--- src/rtl/bresenham_line_rasterizer_unit_macros.svh ---
// Assertion macros for the rasteriser top module
`ifndef BRESENHAM_LINE_RASTERIZER_UNIT_MACROS_SVH
`define BRESENHAM_LINE_RASTERIZER_UNIT_MACROS_SVH

`ifndef SYNTHESIS

// Condition holds in the same cycle as the trigger
`define BLR_ASSERT_SAME(lbl, clock, resetn, trig, cond) \
    lbl: assert property (@(posedge clock) disable iff (!resetn) (trig) |-> (cond)) \
        else $error("rasteriser check failed");

// Condition holds in the cycle after the trigger
`define BLR_ASSERT_NEXT(lbl, clock, resetn, trig, cond) \
    lbl: assert property (@(posedge clock) disable iff (!resetn) (trig) |=> (cond)) \
        else $error("rasteriser check failed");

`else

`define BLR_ASSERT_SAME(lbl, clock, resetn, trig, cond)
`define BLR_ASSERT_NEXT(lbl, clock, resetn, trig, cond)

`endif

`endif

--- src/rtl/blr_pkg.sv ---
package blr_pkg;

    // Coordinate and register widths
    localparam int COORD_W  = 6;
    localparam int CANVAS_W = 7;
    localparam int ERR_W    = 10;

    // Canvas size after reset
    localparam int MAX_DIM = 64;
    localparam logic [CANVAS_W-1:0] CANVAS_RESET = CANVAS_W'(MAX_DIM & 127);

    // Default number of commands queued between front end and walker
    localparam int QUEUE_DEPTH_DEF = 2;

    // Configuration register indexes
    localparam logic [1:0] REG_CANVAS_WIDTH  = 2'd0;
    localparam logic [1:0] REG_CANVAS_HEIGHT = 2'd1;

    // Result status codes
    localparam logic [1:0] STATUS_PIXEL = 2'd0;
    localparam logic [1:0] STATUS_EMPTY = 2'd1;
    localparam logic [1:0] STATUS_ERROR = 2'd2;

    // One classified command, ready for the walker
    typedef struct packed {
        logic [1:0]              kind;
        logic                    x_major;
        logic                    minor_neg;
        logic                    pen;
        logic [COORD_W-1:0]      cur_major;
        logic [COORD_W-1:0]      cur_minor;
        logic [COORD_W-1:0]      end_major;
        logic signed [ERR_W-1:0] err;
        logic signed [ERR_W-1:0] inc_step;
        logic signed [ERR_W-1:0] inc_hold;
    } job_t;

    // One result item
    typedef struct packed {
        logic [COORD_W-1:0] x;
        logic [COORD_W-1:0] y;
        logic               value;
        logic [1:0]         status;
        logic               last;
    } result_t;

endpackage

--- src/rtl/blr_front.sv ---
module blr_front
    import blr_pkg::*;
(
    input  logic                s_tvalid,
    output logic                s_tready,
    input  logic [31:0]         s_tdata,
    input  logic [CANVAS_W-1:0] canvas_width,
    input  logic [CANVAS_W-1:0] canvas_height,
    input  logic                queue_full,
    output logic                push,
    output job_t                job
);

    logic [COORD_W-1:0] sx, sy, ex, ey;
    logic               pen;
    logic               outside;
    logic [COORD_W-1:0] adx, ady;
    logic               x_major, swap;
    logic [COORD_W-1:0] p0x, p0y, p1x, p1y;
    logic [COORD_W-1:0] a0, a1, b0, b1;
    logic [COORD_W-1:0] dmaj, dmin;
    logic               neg;
    logic [ERR_W-1:0]   dmin2, dmaj1, dmaj2;

    // Field unpacking
    assign sx  = s_tdata[5:0];
    assign sy  = s_tdata[11:6];
    assign ex  = s_tdata[17:12];
    assign ey  = s_tdata[23:18];
    assign pen = s_tdata[24];

    assign s_tready = !queue_full;
    assign push     = s_tvalid && !queue_full;

    // Canvas check on the endpoints as given
    assign outside = ({1'b0, sx} >= canvas_width)  || ({1'b0, ex} >= canvas_width) ||
                     ({1'b0, sy} >= canvas_height) || ({1'b0, ey} >= canvas_height);

    // Major axis selection, ties go to y
    assign adx     = (sx > ex) ? (sx - ex) : (ex - sx);
    assign ady     = (sy > ey) ? (sy - ey) : (ey - sy);
    assign x_major = ady < adx;

    // Order endpoints so the walk runs upward along the major axis
    assign swap = x_major ? (sx > ex) : (sy > ey);
    assign p0x  = swap ? ex : sx;
    assign p0y  = swap ? ey : sy;
    assign p1x  = swap ? sx : ex;
    assign p1y  = swap ? sy : ey;

    assign a0 = x_major ? p0x : p0y;
    assign a1 = x_major ? p1x : p1y;
    assign b0 = x_major ? p0y : p0x;
    assign b1 = x_major ? p1y : p1x;

    // Deltas and error increments
    assign dmaj  = a1 - a0;
    assign neg   = b1 < b0;
    assign dmin  = neg ? (b0 - b1) : (b1 - b0);
    assign dmin2 = {3'b000, dmin, 1'b0};
    assign dmaj1 = {4'b0000, dmaj};
    assign dmaj2 = {3'b000, dmaj, 1'b0};

    always_comb
    begin
        job.kind      = outside ? STATUS_ERROR
                      : ((dmaj == '0) ? STATUS_EMPTY : STATUS_PIXEL);
        job.x_major   = x_major;
        job.minor_neg = neg;
        job.pen       = pen;
        job.cur_major = a0;
        job.cur_minor = b0;
        job.end_major = a1;
        job.err       = $signed(dmin2 - dmaj1);
        job.inc_step  = $signed(dmin2 - dmaj2);
        job.inc_hold  = $signed(dmin2);
    end

endmodule

--- src/rtl/blr_queue.sv ---
module blr_queue
    import blr_pkg::*;
#(
    parameter int DEPTH = QUEUE_DEPTH_DEF
)
(
    input  logic clk,
    input  logic rst_n,
    input  logic push,
    input  job_t push_job,
    input  logic pop,
    output job_t pop_job,
    output logic empty,
    output logic full
);

    localparam int PTR_W = (DEPTH > 1) ? $clog2(DEPTH) : 1;
    localparam int CNT_W = $clog2(DEPTH + 1);

    job_t             slot_reg [DEPTH];
    logic [PTR_W-1:0] wr_ptr_reg, wr_ptr_next;
    logic [PTR_W-1:0] rd_ptr_reg, rd_ptr_next;
    logic [CNT_W-1:0] count_reg, count_next;
    logic             do_push, do_pop;

    assign empty   = (count_reg == '0);
    assign full    = (count_reg == CNT_W'(DEPTH));
    assign do_push = push && !full;
    assign do_pop  = pop && !empty;
    assign pop_job = slot_reg[rd_ptr_reg];

    // Pointer and fill count update
    always_comb
    begin
        wr_ptr_next = wr_ptr_reg;
        rd_ptr_next = rd_ptr_reg;
        count_next  = count_reg;
        if (do_push)
        begin
            wr_ptr_next = (wr_ptr_reg == PTR_W'(DEPTH - 1)) ? '0 : wr_ptr_reg + 1'b1;
        end
        if (do_pop)
        begin
            rd_ptr_next = (rd_ptr_reg == PTR_W'(DEPTH - 1)) ? '0 : rd_ptr_reg + 1'b1;
        end
        if (do_push && !do_pop)
        begin
            count_next = count_reg + 1'b1;
        end
        else if (do_pop && !do_push)
        begin
            count_next = count_reg - 1'b1;
        end
    end

    always_ff @(posedge clk or negedge rst_n)
    begin
        if (!rst_n)
        begin
            wr_ptr_reg <= '0;
            rd_ptr_reg <= '0;
            count_reg  <= '0;
        end
        else
        begin
            wr_ptr_reg <= wr_ptr_next;
            rd_ptr_reg <= rd_ptr_next;
            count_reg  <= count_next;
        end
    end

    // Storage, no reset needed
    always_ff @(posedge clk)
    begin
        if (do_push)
        begin
            slot_reg[wr_ptr_reg] <= push_job;
        end
    end

endmodule

--- src/rtl/blr_walk.sv ---
module blr_walk
    import blr_pkg::*;
(
    input  logic        clk,
    input  logic        rst_n,
    input  logic        job_empty,
    input  job_t        job,
    output logic        job_pop,
    output logic        m_tvalid,
    input  logic        m_tready,
    output logic [15:0] m_tdata,
    output logic [1:0]  m_tuser,
    output logic        m_tlast
);

    logic    busy_reg, busy_next;
    job_t    cur_reg, cur_next;
    logic    out_valid_reg, out_valid_next;
    result_t out_reg, out_next;
    logic    slot_free;
    logic    pix_last, err_pos;
    result_t res;

    assign slot_free = !out_valid_reg || m_tready;
    assign job_pop   = !busy_reg && !job_empty;
    assign pix_last  = (cur_reg.cur_major + 1'b1) == cur_reg.end_major;
    assign err_pos   = cur_reg.err > 0;

    // Result for the current walk position
    always_comb
    begin
        res = '0;
        if (cur_reg.kind == STATUS_PIXEL)
        begin
            res.x      = cur_reg.x_major ? cur_reg.cur_major : cur_reg.cur_minor;
            res.y      = cur_reg.x_major ? cur_reg.cur_minor : cur_reg.cur_major;
            res.value  = cur_reg.pen;
            res.status = STATUS_PIXEL;
            res.last   = pix_last;
        end
        else
        begin
            res.status = cur_reg.kind;
            res.last   = 1'b1;
        end
    end

    // Walker step and output register
    always_comb
    begin
        busy_next      = busy_reg;
        cur_next       = cur_reg;
        out_valid_next = out_valid_reg;
        out_next       = out_reg;
        if (job_pop)
        begin
            cur_next  = job;
            busy_next = 1'b1;
        end
        if (busy_reg && slot_free)
        begin
            out_valid_next     = 1'b1;
            out_next           = res;
            cur_next.cur_major = cur_reg.cur_major + 1'b1;
            if (err_pos)
            begin
                cur_next.cur_minor = cur_reg.minor_neg ? cur_reg.cur_minor - 1'b1
                                                       : cur_reg.cur_minor + 1'b1;
                cur_next.err       = cur_reg.err + cur_reg.inc_step;
            end
            else
            begin
                cur_next.err = cur_reg.err + cur_reg.inc_hold;
            end
            if (res.last)
            begin
                busy_next = 1'b0;
            end
        end
        else if (m_tready)
        begin
            out_valid_next = 1'b0;
        end
    end

    always_ff @(posedge clk or negedge rst_n)
    begin
        if (!rst_n)
        begin
            busy_reg      <= 1'b0;
            out_valid_reg <= 1'b0;
        end
        else
        begin
            busy_reg      <= busy_next;
            out_valid_reg <= out_valid_next;
        end
    end

    always_ff @(posedge clk)
    begin
        cur_reg <= cur_next;
        out_reg <= out_next;
    end

    assign m_tvalid = out_valid_reg;
    assign m_tdata  = {3'b000, out_reg.value, out_reg.y, out_reg.x};
    assign m_tuser  = out_reg.status;
    assign m_tlast  = out_reg.last;

endmodule

--- src/rtl/bresenham_line_rasterizer_unit.sv ---
// Bresenham line rasteriser. Each command (two endpoints and a pen value) is
// checked against the canvas and classified by the front end, then queued for
// the walker, which emits one pixel transfer per cycle while the output is
// taken. The walker loads a command, then steps along its major axis; a line
// of major length n gives n pixels, and an out-of-canvas or zero-length
// command gives a single status result. The single walker, stepping one pixel
// per cycle while the output is taken, sets the throughput; the front end
// takes one command per cycle while the queue of QUEUE_DEPTH commands has
// room. The far endpoint is not drawn; every command ends with tlast set on
// its final result, and the result kind travels on tuser.
`include "bresenham_line_rasterizer_unit_macros.svh"

module bresenham_line_rasterizer_unit
    import blr_pkg::*;
#(
    parameter int QUEUE_DEPTH = QUEUE_DEPTH_DEF
)
(
    input  logic        clk,
    input  logic        rst_n,
    input  logic        s_tvalid,
    output logic        s_tready,
    input  logic [31:0] s_tdata,   // start_x, start_y, end_x, end_y, pen, zero fill
    output logic        m_tvalid,
    input  logic        m_tready,
    output logic [15:0] m_tdata,   // pixel_x, pixel_y, pixel_value, zero fill
    output logic [1:0]  m_tuser,   // status
    output logic        m_tlast,
    input  logic        cfg_valid,
    output logic        cfg_ready,
    input  logic [1:0]  cfg_index,
    input  logic [6:0]  cfg_data
);

    logic [CANVAS_W-1:0] canvas_width_reg;
    logic [CANVAS_W-1:0] canvas_height_reg;
    logic                push, pop, q_empty, q_full;
    job_t                push_job, pop_job;

    // Configuration registers
    assign cfg_ready = 1'b1;

    always_ff @(posedge clk or negedge rst_n)
    begin
        if (!rst_n)
        begin
            canvas_width_reg  <= CANVAS_RESET;
            canvas_height_reg <= CANVAS_RESET;
        end
        else if (cfg_valid)
        begin
            case (cfg_index)
                REG_CANVAS_WIDTH:  canvas_width_reg  <= cfg_data;
                REG_CANVAS_HEIGHT: canvas_height_reg <= cfg_data;
                default:           ;
            endcase
        end
    end

    blr_front u_front (
        .s_tvalid      (s_tvalid),
        .s_tready      (s_tready),
        .s_tdata       (s_tdata),
        .canvas_width  (canvas_width_reg),
        .canvas_height (canvas_height_reg),
        .queue_full    (q_full),
        .push          (push),
        .job           (push_job)
    );

    blr_queue #(
        .DEPTH (QUEUE_DEPTH)
    ) u_queue (
        .clk      (clk),
        .rst_n    (rst_n),
        .push     (push),
        .push_job (push_job),
        .pop      (pop),
        .pop_job  (pop_job),
        .empty    (q_empty),
        .full     (q_full)
    );

    blr_walk u_walk (
        .clk       (clk),
        .rst_n     (rst_n),
        .job_empty (q_empty),
        .job       (pop_job),
        .job_pop   (pop),
        .m_tvalid  (m_tvalid),
        .m_tready  (m_tready),
        .m_tdata   (m_tdata),
        .m_tuser   (m_tuser),
        .m_tlast   (m_tlast)
    );

    // Status results stand alone, carry tlast and no coordinates
    `BLR_ASSERT_SAME(a_status_alone, clk, rst_n, m_tvalid && m_tuser != STATUS_PIXEL, m_tlast && m_tdata == '0)

    // A line keeps streaming: after a non-final transfer the next pixel is ready
    `BLR_ASSERT_NEXT(a_line_no_gap, clk, rst_n, m_tvalid && m_tready && !m_tlast, m_tvalid)

    // A line is not cut by a status result
    `BLR_ASSERT_NEXT(a_line_pixels, clk, rst_n, m_tvalid && m_tready && !m_tlast, m_tuser == STATUS_PIXEL)

endmodule
--- config.mk ---
export PLATFORM = sky130hd
export DESIGN_NAME = bresenham_line_rasterizer_unit
export DESIGN_NICKNAME = d
export VERILOG_FILES = /design/src/rtl/blr_pkg.sv /design/src/rtl/blr_front.sv /design/src/rtl/blr_queue.sv /design/src/rtl/blr_walk.sv /design/src/rtl/bresenham_line_rasterizer_unit.sv
export VERILOG_INCLUDE_DIRS = /design/src /design/src/rtl
export SDC_FILE = /design/constraint.sdc
export NUM_CORES = 1
export LEC_CHECK = 0
export CORE_MARGIN = 1.5
export CORE_UTILIZATION = 55
export CTS_BUF_LIST = sky130_fd_sc_hd__clkbuf_16
export CTS_CLUSTER_SIZE = 24
export DETAILED_ROUTE_END_ITERATION = 16
export DONT_BUFFER_PORTS = 1
export PLACE_DENSITY = 0.73
export SLEW_MARGIN = 5
export SYNTH_ARGS = -nofsm -noshare
export SYNTH_HDL_FRONTEND = slang
export SYNTH_SLANG_ARGS = --single-unit
--- constraint.sdc ---
create_clock -name clk -period 3.65 [get_ports clk]
set_input_delay 0 -clock clk [delete_from_list [all_inputs] [get_ports clk]]
set_output_delay 0 -clock clk [all_outputs]
set_load 0.01 [all_outputs]
### Yosys cells after proc, flatten, opt, wreduce, memory -nomap -nowiden

Memory sizes are Yosys's and may differ from the RTL's.
Cells that the tools add are included.

| word-level totals | value |
|---|---|
| register bits after elaboration | 89 |
| bits in writable memories | 98 |
| output and inout bits | 22 |
| word-level logic and storage cells | 113 |
| memories kept | 1 |

| cells by class | value |
|---|---|
| $add $sub $neg | 18 |
| magnitude comparators | 9 |
| equality and inequality tests | 3 |
| multiplexer cells | 34 |
| reductions and logical operators | 26 |

Memory list:

| memory | words | width | read ports | clocked after memory_dff | write ports | line | source |
|---|---|---|---|---|---|---|---|
| u_queue.slot_reg | 2 | 49 | 1 | 0 | 1 | blr_queue.sv:20 | `job_t slot_reg [DEPTH];` |

Operators with widths:

| operator | number |
|---|---|
| 2-to-1 mux 6 bit | 15 |
| 2-to-1 mux 48 bit | 1 |
| subtractor 6 bit | 7 |
| greater-or-equal comparator 6 x 7 -> 1 bit | 4 |
| adder 10 bit | 2 |
| 2-to-1 mux 10 bit | 2 |
| adder 6 x 1 -> 6 bit, second input constant | 2 |
| greater-than comparator 6 bit | 2 |
| less-than comparator 6 bit | 2 |
| 2-to-1 mux 1 bit | 12 |
| 2-to-1 mux 12 bit | 1 |
| greater-than comparator 10 x 1 -> 1 bit, second input constant | 1 |
| subtractor 7 x 6 -> 8 bit | 1 |
| subtractor 7 x 7 -> 8 bit | 1 |
| logical AND 1 bit | 7 |
| equality test 6 bit | 1 |
| zero test 1 bit | 6 |
| zero test 2 bit | 3 |
| zero test 6 bit | 1 |
| 2-to-1 mux 2 bit | 3 |
| nonzero test 2 bit | 3 |
| subtractor 6 x 1 -> 6 bit, second input constant | 1 |
| logical OR 1 bit | 4 |
| AND reduction 2 bit | 2 |
| other kinds (5) | 6 |

### Depth between registers and ports, before layout

Gate-level depths: netlist of run 1.

| logic depth | value |
|---|---|
| depth after elaboration | 10 |
| mapped depth | 33 |
| gate-level depth less buffers | 31 |

### Modules after synthesis

Synthesis of run 1 repeated with hierarchy kept, for this count alone.

| second synthesis, totals | value |
|---|---|
| cells, all modules | 982 |
| area total of the unflattened synthesis | 11830.1 um2 |

By module, submodules not included:

| module | times used | cells an instance | area each (um2) | seq. area each (um2) |
|---|---|---|---|---|
| blr_queue | 1 | 184 | 4271.6 | 3283.1 |
| blr_front | 1 | 498 | 3549.7 | 0.0 |
| blr_walk | 1 | 268 | 3457.1 | 2062.0 |
| bresenham_line_rasterizer_unit | 1 | 32 | 551.8 | 352.8 |

### Worst setup path before layout of run 1

No wires, ideal clock.

| path | value |
|---|---|
| path type | input to register |
| from | input s_tdata[0] |
| to | memory u_queue.slot_reg[0][12] in the netlist's numbering, data pin |
| data arrival time | 6257 ps |
| required time | 3388 ps |
| slack | -2869 ps |
| stages on the path | 33 |
| path buffers | 2 |
| cells stage by stage | inv_1 ha_1 inv_1 fa_1 a211oi_1 o21a_1 or2_1 buf_6 mux2_2 a21oi_1 o21a_1 xor2_1 ha_1 o21a_1 a21oi_1 o21ai_2 mux2i_4 buf_6 mux2i_1 mux2i_1 ha_1 fa_1 nor2b_1 o31ai_1 a21oi_1 mux2i_1 ha_1 nor2b_1 o21ai_0 nand2b_1 a21o_1 a21oi_1 xnor2_1 |

RTL lines:

| element | line | source |
|---|---|---|
| start, declared | bresenham_line_rasterizer_unit.sv:23 | `input logic [31:0] s_tdata,` |
| end, declared | blr_queue.sv:20 |  |

==> qor.csv, run 1 <==
metric;value;unit
Avg Synthesized Cell Area;12.5;um^2
commonest non-fill, non-tap cell in the layout;edfxtp_1;
standard-cell rows;49;
Die Y;139;um
core box area;18100;um^2
max cap viols;0;
post-synthesis sequential area ratio;48.4;%
total grt overflow;0;
HPWL Detailed;16.9;mm
Final Hold Viols;0;
final count of negative-setup-slack endpoints;44;
largest net degree at the start of global routing;45;
worst-skew pair later-pin latency;0.44;ns
Max H-tree Level;4;
largest cells by area after synthesis;edfxtp_1 42%, ha_1 11%, mux2i_1 9.0%, mux2_2 6.5%, dfrtp_1 4.4%;
NumNets Final;1130;
most used cell, CP;mux2i_4;
RSZ-0062 raised after global routing;yes;
initial core utilization;56.5;%
via count;7120;
fin util;72.8;%
most frequent cells in the layout;144 x edfxtp_1, 128 x buf_4, 83 x ha_1;
WL per Instance;20.7;um
port bufs;0;
ratio of cells with drive above 1 in the final layout;34.1;%
CP Capture Type;register;
vias in the first global route;7284;
initial antenna violation count;0;
drt first pass iters;11;
relative slew slack;27.3;%
Area Overhead vs Synth;28.9;%
clock-pin slew on the worst setup and hold paths;0.07;ns
via/cell ratio;5.83;
clock sink total;170;
# fillers;1085;
Post-synth top flop;edfxtp_1;
worst slew pin tran;1.09;ns
Max Slew Vio Count;0;
f_max;176;MHz
die width;139;um
Data arrival, critical path;5.95;ns
Overall Global Routing Usage;25.4;%
Post-synth EDFFs;144;
status;finished, violations left;
area of the multi-input gates;5560;um^2
ANT cells;0;
Final min period;5.67;ns
max reg flops;88;
multiplexer share of the synthesized area;15.7;%
clk_skew;0.0129;ns
first-pass GRT wire length;37.9;mm
Hold WC Path Type;in2reg;
clock tree from TritonCTS;built;
Yosys top cell by area;edfxtp_1;
crit path kind;in2reg;
clock buffer count from CTS;17;
xor-xnor portion of the synthesized cell area;4.51;%
critical path required time;3.92;ns
Synth Cell Area;10200;um^2
Unique masters post-synth;60;
drc violations;4;
main combinational cell family by area after synthesis;multiplexers;
failing checks;design-rule violations, negative setup slack;
Clk Tree Root Cell;clkbuf_16;
adder-cell area share of the yosys netlist;13.6;%
crit start category;primary input;
Antenna Nets Post-Route;0;
post-synthesis simple-gate area fraction;5.39;%
num ports;68;
slowest CP cell;fa_2;
register area;4950;um^2
Total Wirelength;25.3;mm
Worst Path Max Fanout;6;
Tcrit/Tclk final;155;%
clk buf depth;2;
die area;19400;um^2
Synth Area in Compound Gates;8.53;%
Synth top area share;42.3;%
Post-Syn Instances;817;
Worst Setup Slack, final;-2.02;ns
yosys warns;0;
Final GP Congestion;0.895;
slowest stage delay, CP;0.35;ns
Synth Register Bits;170;
Detailed Route Iter0 Violations;477;
ys async rst share;11.8;%
==> through the flow <==
step | hold slack (ns) | cells | area (um^2) | worst slack [ns] | setup TNS [ns]
global placement | -0.295 | 1146 | 11500 | -2.51 | -102.88
floorplan | -0.296 | 819 | 10400 | -2.47 | -87.49
finish | 0.0563 | 1222 | 13200 | -2.02 | -63.33
CTS | 0.000319 | 1214 | 12900 | -1.82 | -56.11
global route | 0.0523 | 1222 | 13200 | -2.19 | -72.13
detailed placement | -0.295 | 1146 | 11500 | -2.72 | -114.07
==> synth_stat cells, types with 12 or more instances <==
cell        n
o21ai_0    25
dfrtp_1    18
mux2i_1    92
nor2_1     35
o22ai_1    12
nand2b_1   12
inv_1      63
xnor2_1    24
a21oi_1    36
edfxtp_1  144
clkbuf_1   16
a21o_1     20
ha_1       93
nand2_1    22
xor2_1     26
mux2_2     59
==> timing repair <==
action / 4_1_cts / 5_1_grt
hold buffers: 22 / 1
setup buffers: 22 / 10
gates cloned: 0 / 1
pin swaps: 28 / 17
hold endpoints to repair: 39 / 2
setup endpoints to repair: 72 / 56
resized for setup: 75 / 35
==> kinds of logic (layout without fill, tap and decap cells) <==
group	count (synthesis)	after routing
other	2	4
AO/OA/AOI/OAI	136	136
multiplexers	152	152
adder cells (fa/ha/maj)	104	104
flip-flops	170	170
buffers and inverters	91	265
XOR/XNOR	51	51
AND/OR/NAND/NOR	111	111
==> worst max-delay path, delay by kind of cell <==
family          cells  cell delay [ns]
fa+ha+maj           6             1.66
compound gates      9             1.52
buf+inv             7             0.68
mux                 4             0.92
simple gates        4             0.59
xor+xnor            3             0.58
==> final cells by class <==
class                           count  area share (%)
Sequential cell                   170            37.6
Tap cell                          229            2.18
Clock buffer                       17            3.23
Multi-Input combinational cell    558            42.2
Timing Repair Buffer              170            11.1
Inverter                           63            2.05
Clock inverter                     15            1.64
==> routing by layer <==
metal  vias to the layer above  part of all wire [%]  GRT usage [%]
li1                       3308                     -              -
met1                      3503                    40           31.7
met5                         -                     0              0
met2                       252                    52           43.7
met3                        57                   5.2           5.02
met4                         0                   2.8           9.74
==> final timing paths <==
path                               startpoint                 endpoint  slack [ns]  depth (start not counted)
max                                s_tdata[0]  u_queue.slot_reg[1][22]       -2.02                         33
min                                 cfg_valid      canvas_width_reg[0]        0.06                          2
max reg2reg                u_walk.cur_reg[25]       u_walk.cur_reg[29]        0.24                         12
min reg2reg                u_walk.cur_reg[51]        u_walk.m_tuser[0]        0.44                          0
max in group asynchronous               rst_n       u_queue.rd_ptr_reg        2.70                          1
min in group asynchronous               rst_n      canvas_width_reg[5]        0.21                          1
Power of run 1 is left out: the tool's default activity adds up to more than one toggle a clock period on the data nets, which glitch-free logic cannot reach.
==> inputs of run 2 (changes only) <==
Settings changed: REMOVE_ABC_BUFFERS set to 1.
==> run 2 against run 1 <==
- cell count up 0.82%
- critical path type unchanged
- global-route usage down 0.99 points
- the run still ends with design-rule violations, negative setup slack left
- die area unchanged
- via count up 0.86%
- fmax down 4.7%
- cell area up 0.30%
- first-iteration DRC count down 3.6%
- routed wire length down 2.7%
- critical path depth unchanged
- worst setup slack worse by 0.28 ns
- largest cell class unchanged
==> qor.csv, run 2 (synthesis results as in run 1) <==
metric;value;unit;change
die area;19400;um^2;unchanged
Antenna Nets Post-Route;0;;unchanged
standard-cell rows;49;;unchanged
clk buf depth;2;;unchanged
Worst Setup Slack, final;-2.30;ns;was -2.02 ns
die width;139;um;unchanged
vias in the first global route;7395;;was 7,284
first-pass GRT wire length;37.1;mm;was 37.9 mm
final count of negative-setup-slack endpoints;50;;was 44
relative slew slack;27.1;%;was 27.3%
Area Overhead vs Synth;29.3;%;was 28.9%
crit start category;primary input;;unchanged
RSZ-0062 raised after global routing;yes;;unchanged
worst slew pin tran;1.09;ns;about the same
initial antenna violation count;0;;unchanged
clk_skew;0.00947;ns;was 0.0129 ns
Final min period;5.95;ns;was 5.67 ns
Setup TNS Final;-71.16;ns;was -63.33 ns
clock tree from TritonCTS;built;;unchanged
max reg flops;88;;unchanged
Max Slew Vio Count;0;;unchanged
NumNets Final;1140;;was 1,130
core box area;18100;um^2;unchanged
clock sink total;170;;unchanged
via/cell ratio;5.83;;about the same
initial core utilization;56.5;%;unchanged
commonest non-fill, non-tap cell in the layout;edfxtp_1;;unchanged
most used cell, CP;mux2i_1;;was mux2i_4
crit path kind;in2reg;;unchanged
drc violations;4;;unchanged
Data arrival, critical path;6.19;ns;was 5.95 ns
max cap viols;0;;unchanged
most frequent cells in the layout;144 x edfxtp_1, 126 x buf_4, 82 x ha_1;;was 144 x edfxtp_1, 128 x buf_4, 83 x ha_1
HPWL Detailed;16.5;mm;was 16.9 mm
Worst Path Max Fanout;5;;was 6
WL per Instance;20.0;um;was 20.7 um
num ports;68;;unchanged
Total Wirelength;24.7;mm;was 25.3 mm
Hold WC Path Type;in2reg;;unchanged
drt first pass iters;11;;unchanged
critical path required time;3.89;ns;was 3.92 ns
Detailed Route Iter0 Violations;460;;was 477
f_max;168;MHz;was 176 MHz
total grt overflow;0;;unchanged
Die Y;139;um;unchanged
Clk Tree Root Cell;clkbuf_16;;unchanged
Tcrit/Tclk final;163;%;was 155%
CP Capture Type;register;;unchanged
ANT cells;0;;unchanged
non-filler cells, final;1232;;was 1,222
failing checks;design-rule violations, negative setup slack;;unchanged
placed insts;1147;;was 1,146
ratio of cells with drive above 1 in the final layout;35.1;%;was 34.1%
slowest CP cell;mux2i_1;;was fa_2
status;finished, violations left;;unchanged
reg2reg start;u_walk.cur_reg[25];;unchanged
via count;7181;;was 7,120
Final GP Congestion;0.878;;was 0.895
placed cell area;11300;um^2;was 11,500 um^2
Final Hold Viols;0;;unchanged
Max H-tree Level;4;;unchanged
Overall Global Routing Usage;24.4;%;was 25.4%
Final Cell Area;13200;um^2;about the same
clock buffer count from CTS;17;;unchanged
largest net degree at the start of global routing;45;;unchanged
worst-skew pair later-pin latency;0.43;ns;was 0.44 ns
port bufs;0;;unchanged
Setup crit start;s_tdata[0];;unchanged
min-delay src;s_tdata[9];;was cfg_valid
clock-pin slew on the worst setup and hold paths;0.07;ns;about the same
slowest stage delay, CP;0.39;ns;was 0.35 ns
run 2: changes by cell type in the layout (fill, tap and decap cells not counted), moves of 3 or more:
| cell | before | now |
|---|---|---|
| bufinv_16 | 4 | 0 |
| buf_6 | 13 | 23 |
| inv_6 | 2 | 10 |
| mux2i_1 | 70 | 63 |
| inv_1 | 55 | 51 |
| o21ai_1 | 3 | 6 |
| mux2i_2 | 9 | 15 |
run 2: stage by stage:
step | util [%] | hold WS, ns | setup slack (ns)
after floorplan | - | -0.296 | -3.99
after global placement | 62.7 | -0.295 | -2.50
after detailed placement | 62.7 | -0.295 | -2.85
after CTS | 70.3 | 0.0451 | -1.90
after global routing | 73.0 | 0.0541 | -2.47
final | 73.0 | 0.0596 | -2.30
run 2: timing repair:
item | CTS | global route
hold endpoints to repair | 39 | 0
gates cloned | 1 | 2
resized for setup | 102 | 68
setup endpoints to repair | 70 | 71
pin swaps | 38 | 27
hold buffers | 23 | 0
buffers inserted | 19 | 15
run 2: layer usage:
layer	up-vias	part of all wire [%]	wire length (um)	global-route usage (%)
li1	3335	-	-	-
met1	3580	40	9950	29.2
met2	206	52	12900	43.7
met3	60	4.6	1130	4.16
met4	0	2.9	712	9.80
met5	-	0	0	0
run 2: layout make-up:
class | instances | area [um^2]
Fill cell | 1084 | 4880
Inverter | 63 | 264
Tap cell | 229 | 287
Clock inverter | 15 | 151
Timing Repair Buffer | 180 | 1600
Sequential cell | 170 | 4950
Clock buffer | 17 | 425
Multi-Input combinational cell | 558 | 5520
run 2: final timing paths:
kind,end,cells past startpoint,slack [ns]
max in group asynchronous,u_queue.rd_ptr_reg,1,2.87
min,u_queue.slot_reg[0][41],3,0.06
min in group asynchronous,u_queue.rd_ptr_reg,1,0.15
max,u_queue.slot_reg[0][22],33,-2.30
max reg2reg,u_walk.cur_reg[29],12,0.19
min reg2reg,u_walk.m_tuser[1],0,0.45
run 2: critical path: cells and delay by family:
family | cells | cell delay (ns)
buf+inv | 7 | 0.73
fa+ha+maj | 5 | 1.42
compound gates | 11 | 1.76
mux | 5 | 1.44
simple gates | 2 | 0.20
xor+xnor | 3 | 0.62
Power of run 2 is left out for the same reason.
